$ cat src/dhmap_pkg.sv
// shared types, codes and level tables for the double hashing map
// no dependencies; imported by every module of the block
`timescale 1ns / 1ps

package dhmap_pkg;

  localparam int HASH_BITS    = 32;
  localparam int FUNC_BITS    = 2;
  localparam int LEVEL_BITS   = 5;
  localparam int CNT_OUT_BITS = 10;
  localparam int LEVELS       = 30;

  typedef enum logic [1:0] {
    MARK_FREE = 2'd0,
    MARK_LIVE = 2'd1,
    MARK_TOMB = 2'd2
  } mark_t;

  typedef enum logic [1:0] {
    OP_GET    = 2'd0,
    OP_INSERT = 2'd1,
    OP_DELETE = 2'd2,
    OP_NONE   = 2'd3
  } op_t;

  typedef enum logic [1:0] {
    ST_OK      = 2'd0,
    ST_ABSENT  = 2'd1,
    ST_UNHASH  = 2'd2,
    ST_NOSLOT  = 2'd3
  } status_t;

  typedef enum logic [1:0] {
    PR_HIT   = 2'd0,
    PR_AVAIL = 2'd1,
    PR_NONE  = 2'd2
  } probe_res_t;

  // datapath commands issued by the controller
  typedef enum logic [3:0] {
    C_NOP, C_LOAD, C_CLR, C_PSTART, C_MSTART, C_MODW, C_RD, C_EV, C_ACT,
    C_GINIT, C_GRD, C_GEV, C_GPUT, C_GCLR, C_GFIN
  } cmd_t;

  typedef struct packed {
    logic clr_all_last;
    logic clr_old_last;
    logic mod_done;
    logic pe_end;
    logic g_live;
    logic g_last;
    logic grow_need;
    logic skip;
    logic out_free;
  } dp_stat_t;

  function automatic logic [31:0] level_size(input logic [LEVEL_BITS-1:0] lvl);
    logic [31:0] s;
    unique case (lvl)
      5'd0:    s = 32'd5;
      5'd1:    s = 32'd7;
      5'd2:    s = 32'd13;
      5'd3:    s = 32'd19;
      5'd4:    s = 32'd43;
      5'd5:    s = 32'd73;
      5'd6:    s = 32'd151;
      5'd7:    s = 32'd283;
      5'd8:    s = 32'd571;
      5'd9:    s = 32'd1153;
      5'd10:   s = 32'd2269;
      5'd11:   s = 32'd4519;
      5'd12:   s = 32'd9013;
      5'd13:   s = 32'd18043;
      5'd14:   s = 32'd36109;
      5'd15:   s = 32'd72091;
      5'd16:   s = 32'd144409;
      5'd17:   s = 32'd288361;
      5'd18:   s = 32'd576883;
      5'd19:   s = 32'd1153459;
      5'd20:   s = 32'd2307163;
      5'd21:   s = 32'd4613893;
      5'd22:   s = 32'd9227641;
      5'd23:   s = 32'd18455029;
      5'd24:   s = 32'd36911011;
      5'd25:   s = 32'd73819861;
      5'd26:   s = 32'd147639589;
      5'd27:   s = 32'd295279081;
      5'd28:   s = 32'd590559793;
      5'd29:   s = 32'd1181116273;
      default: s = 32'd0;
    endcase
    return s;
  endfunction

  function automatic logic [31:0] level_limit(input logic [LEVEL_BITS-1:0] lvl);
    return 32'd2 << lvl;
  endfunction

  // highest level, not above top, whose size still fits in one bank
  function automatic int eff_top(input int top, input int depth);
    int lim;
    int t;
    lim = (top > LEVELS - 1) ? LEVELS - 1 : top;
    t = 0;
    for (int k = 0; k < LEVELS - 1; k++) begin
      if (t < lim && int'(level_size(LEVEL_BITS'(t + 1))) <= depth) begin
        t = t + 1;
      end
    end
    return t;
  endfunction

endpackage

$ cat src/dhmap_ctrl.sv
// controller: sequences clear, probe, growth and result steps of each item
// depends on dhmap_pkg
`timescale 1ns / 1ps

module dhmap_ctrl (
  input  logic                clk,
  input  logic                rst_n,
  input  logic                in_valid,
  output logic                in_ready,
  input  dhmap_pkg::dp_stat_t stat,
  output dhmap_pkg::cmd_t     cmd
);
  import dhmap_pkg::*;

  typedef enum logic [3:0] {
    S_CLR, S_IDLE, S_DISP, S_MST, S_MOD, S_PRD, S_PEV, S_ACT,
    S_GINIT, S_GRD, S_GEV, S_GPUT, S_GCLR, S_GFIN
  } state_t;

  state_t state_r;
  state_t state_nxt;
  logic   grow_r;
  logic   grow_nxt;

  always_comb begin
    state_nxt = state_r;
    grow_nxt  = grow_r;
    cmd       = C_NOP;
    unique case (state_r)
      S_CLR: begin
        cmd = C_CLR;
        if (stat.clr_all_last) state_nxt = S_IDLE;
      end
      S_IDLE: begin
        if (in_valid) begin
          cmd       = C_LOAD;
          state_nxt = S_DISP;
        end
      end
      S_DISP: begin
        cmd      = C_PSTART;
        grow_nxt = 1'b0;
        priority if (stat.skip) state_nxt = S_ACT;
        else if (stat.grow_need) state_nxt = S_GINIT;
        else state_nxt = S_MST;
      end
      S_MST: begin
        cmd       = C_MSTART;
        state_nxt = S_MOD;
      end
      S_MOD: begin
        cmd = C_MODW;
        if (stat.mod_done) state_nxt = S_PRD;
      end
      S_PRD: begin
        cmd       = C_RD;
        state_nxt = S_PEV;
      end
      S_PEV: begin
        cmd = C_EV;
        if (stat.pe_end) state_nxt = grow_r ? S_GPUT : S_ACT;
        else state_nxt = S_PRD;
      end
      S_ACT: begin
        cmd = C_ACT;
        if (stat.out_free) state_nxt = S_IDLE;
      end
      S_GINIT: begin
        cmd       = C_GINIT;
        grow_nxt  = 1'b1;
        state_nxt = S_GRD;
      end
      S_GRD: begin
        cmd       = C_GRD;
        state_nxt = S_GEV;
      end
      S_GEV: begin
        cmd = C_GEV;
        priority if (stat.g_live) state_nxt = S_MST;
        else if (stat.g_last) state_nxt = S_GCLR;
        else state_nxt = S_GRD;
      end
      S_GPUT: begin
        cmd       = C_GPUT;
        state_nxt = stat.g_last ? S_GCLR : S_GRD;
      end
      S_GCLR: begin
        cmd = C_GCLR;
        if (stat.clr_old_last) state_nxt = S_GFIN;
      end
      S_GFIN: begin
        cmd       = C_GFIN;
        state_nxt = S_DISP;
      end
      default: state_nxt = S_CLR;
    endcase
  end

  always_ff @(posedge clk) begin
    if (!rst_n) begin
      state_r <= S_CLR;
      grow_r  <= 1'b0;
    end else begin
      state_r <= state_nxt;
      grow_r  <= grow_nxt;
    end
  end

  assign in_ready = (state_r == S_IDLE);

endmodule

$ cat config.mk
export PLATFORM = sky130hd
export DESIGN_NAME = dhmap_ctrl
export DESIGN_NICKNAME = d
export VERILOG_FILES = /design/src/dhmap_pkg.sv /design/src/dhmap_ctrl.sv
export SDC_FILE = /design/constraint.sdc
export NUM_CORES = 1
export LEC_CHECK = 0
export BUFFER_PORTS_ARGS = -buffer_cell sky130_fd_sc_hd__buf_2
export CAP_MARGIN = 15
export CORE_AREA = 2 2 39 41
export DETAILED_ROUTE_END_ITERATION = 10
export DIE_AREA = 0 0 41 43
export PLACE_DENSITY = 0.67
export SLEW_MARGIN = 20
export SYNTH_ARGS = -nofsm -noshare
export SYNTH_HDL_FRONTEND = slang
export SYNTH_SLANG_ARGS = --single-unit
$ cat constraint.sdc
create_clock -name clk -period 1.7 [get_ports clk]
set_clock_uncertainty 0.15 [all_clocks]
set_input_delay 0.17 -clock clk [delete_from_list [all_inputs] [get_ports clk]]
set_output_delay 0.17 -clock clk [all_outputs]
set_load 0.005 [all_outputs]
==> impl_results.md <==
* Status: finished, final reports clean
* WS Path Type: reg2out
* Critical path startpoint category: flip-flop
* Peak supply drop at 0.000305 V
* TNS Setup at 0 ps
* Post-Synthesis Cells at 80
* Footprint of the multi-input gates at 404 µm²
* Starting Density at 0.397
* Pin count of the biggest net entering global routing at 13
* Critical Path Max Stage Delay at 350 ps
* RSZ-0062 raised after global routing: false
* Share of cells above drive strength 1 at 0.333
* Nets at 112
* Slowest CP cell: dfxtp_1
* Die W at 41 µm
* Synthesized area per cell at 6.87 µm²
* Die Ht at 43 µm
* CTS root buf: clkbuf_4
* Mapped Area at 549 µm²
* Post-CTS setup buffer count at 0
* Dpl hpwl at 1.03 mm
* Final Max Slew Viols at 0
* Rel. slew slack at 0.825
* Clk slew on worst S/H paths at 50 ps
* First drt pass iteration count at 4
* Via count at 625
* Vias in the first global route at 594
* # H-tree levels at 1
* Area of the die at 1760 µm²
* Post-placement cell count at 111
* Worst-Skew Late Latency at 250 ps
* Final routed DRC violation total at 0
* Routed Wire Length at 1.31 mm
* CP Cell Sequence: buf_4 -> nor2b_2 -> and2_1 -> nand2_1 -> o21ai_1 -> buf_2
* TritonCTS clock tree: built
* Placer Congestion at 0.853
* Layout Area Growth over Synthesis at 26.2%
* IO buf count at 16
* Synth warn at 0
* # fillers at 141
* Syn_nets at 92
* Crit path arrival time at 1240 ps
* Total Power at 0.713 mW
* Vias per Instance at 5.43
* Max_cap viols at 0
* Row count at 14
* FMAX at 639 MHz
* ANT cells at 0
* Clock Sink Count at 5
* Post-route cell area at 693 µm²
* Ports at 17
* Placed cell areas at 651 µm²
* CTS Buffer Depth at 2
* Routed Antenna Nets at 0
* Initial antenna violation count at 0
* Iter 0 DRT Violations at 26
* # setup viols final at 0
* Seq cells post-synth at 5
* Fin util at 0.501
* Grt ovf at 0
* Fin crit share at 0.921
* Hold WC Path Type: in2reg
* Final hold violations at 0
* Pleak at 0.297 nW
* Highest net fanout along the worst path at 6
* CTS Hold Bufs at 0
* Cts bufs inserted at 3
* Final critical-path required period at 1560 ps
* Worst EP required at 1380 ps
* GRT Overall Usage at 0.180
* Final Non-Filler Cells at 115
* Worst setup EP type: output pin
* Power per cell area at 1030 nW/µm²
* First-pass GRT wire length at 2.21 mm
* Post-synth cell types at 34
* Drt wl/cell at 11.4 µm
* Part of the Yosys area used for sequential elements at 0.182
* Worst-margin pin slew at 263 ps
* Core Area at 1380 µm²
* Seq. cell area at 106 µm²
[synth_stat cells]
cell type	instances	area, µm²
buf_2	5	25.0
nor2_1	10	37.5
nand4b_1	1	8.76
or3_1	2	12.5
o211ai_1	1	7.51
o2bb2ai_1	1	8.76
o31ai_1	1	7.51
nor3b_2	1	12.5
o21ai_0	7	35.0
inv_1	1	3.75
o32a_1	1	10.0
a21boi_1	1	7.51
nor3_1	1	5.00
nor2b_1	5	31.3
and2_1	4	25.0
o21ai_1	5	25.0
o31a_1	1	8.76
o22ai_1	1	6.26
nand3_1	1	5.00
a211oi_1	1	7.51
a21oi_1	3	15.0
a21o_1	1	7.51
buf_6	2	22.5
nand3b_1	1	7.51
nor3b_1	1	7.51
mux2i_1	1	10.0
a2bb2oi_1	1	8.76
nor2b_4	1	13.8
nand2b_1	3	18.8
clkbuf_1	1	3.75
or3b_1	1	8.76
a31o_1	1	8.76
dfxtp_1	5	100
nand2_1	7	26.3
[path summary, 6_finish.rpt]
| path | start | end | slack (ps) | cells past startpoint |
|---|---|---|---|---|
| max | state_r[1] | cmd[0] | 140 | 6 |
| min | rst_n | grow_r | 60 | 2 |
| max reg2reg | state_r[2] | state_r[2] | 170 | 6 |
| min reg2reg | state_r[2] | state_r[2] | 400 | 1 |
[per-layer routing]
metal	global-route usage	vias up	share of wire
li1	-	318	-
met1	0.242	281	0.48
met2	0.238	20	0.46
met3	0.0314	6	0.034
met4	0.147	0	0.029
met5	0	-	0
[worst max-delay path, delay by kind of cell, from the launching register on]
family                 cells  cell delay (ps)
AO/OA/AOI/OAI              1               60
buffers and inverters      2              290
flip-flops                 1              350
AND/OR/NAND/NOR            3              300
[what timing repair did]
item	in CTS	in global routing
cloned	0	0
endpoints found under the setup margin	2	3
resized for setup	2	5
[layout by cell type, fill, tap and decap left out]
cell	synthesis	final
o21ai_1	5	5
nand2b_1	3	3
nor2b_4	1	1
o2bb2ai_1	1	1
inv_1	1	1
o31a_1	1	1
nand4b_1	1	1
o31ai_1	1	1
o211ai_1	1	1
clkbuf_1	1	1
o22ai_1	1	1
nor2b_2	0	1
buf_4	0	7
a21o_1	1	1
nor3b_1	1	1
a211oi_1	1	1
a21oi_1	3	3
nor2b_1	5	4
a21boi_1	1	1
nor3b_2	1	1
a31o_1	1	1
o32a_1	1	1
nor3_1	1	1
or3b_1	1	1
nand3_1	1	1
clkbuf_4	0	3
mux2i_1	1	1
nand3b_1	1	1
dfxtp_1	5	2
or3_1	2	2
a2bb2oi_1	1	1
nor2_1	10	9
o21ai_0	7	7
dfxtp_4	0	1
dfxtp_2	0	2
and2_1	4	4
nor2_4	0	1
buf_2	5	16
nand2_1	7	7
[stage by stage]
stage                     setup WS [ps]  hold WS (ps)
final                               135          60.9
after global routing               2.52          68.7
after CTS                          45.7          58.9
after detailed placement           75.7           314
after global placement             92.3           302
after floorplan                     278           142
[logic make-up after synthesis]
kind of cell           after synthesis  share of synthesized area
AOI/OAI and AO/OA                   26                      0.298
DFF                                  5                      0.182
muxes                                1                     0.0182
buffers and inverters                9                      0.100
and+or+nand+nor                     39                      0.401
[flip-flops by register name (all words and copies together), names as in the netlist]
register and count:
state_r 4, grow_r 1
[power by group]
part / switching (mW) / total (mW) / internal (mW)
clock: 0.0532 / 0.142 / 0.0890
sequential: 0.0486 / 0.192 / 0.144
combinational: 0.180 / 0.378 / 0.198
total: 0.282 / 0.713 / 0.431
[cell type report]
cell class	instances	area share
multi-input cells	66	0.583
repair buffers	23	0.191
flip-flops and latches	5	0.153
clock buffers	4	0.0379
well taps	16	0.0289
inverters	1	0.00542
No activity file was read; power rests on OpenSTA's default activity.
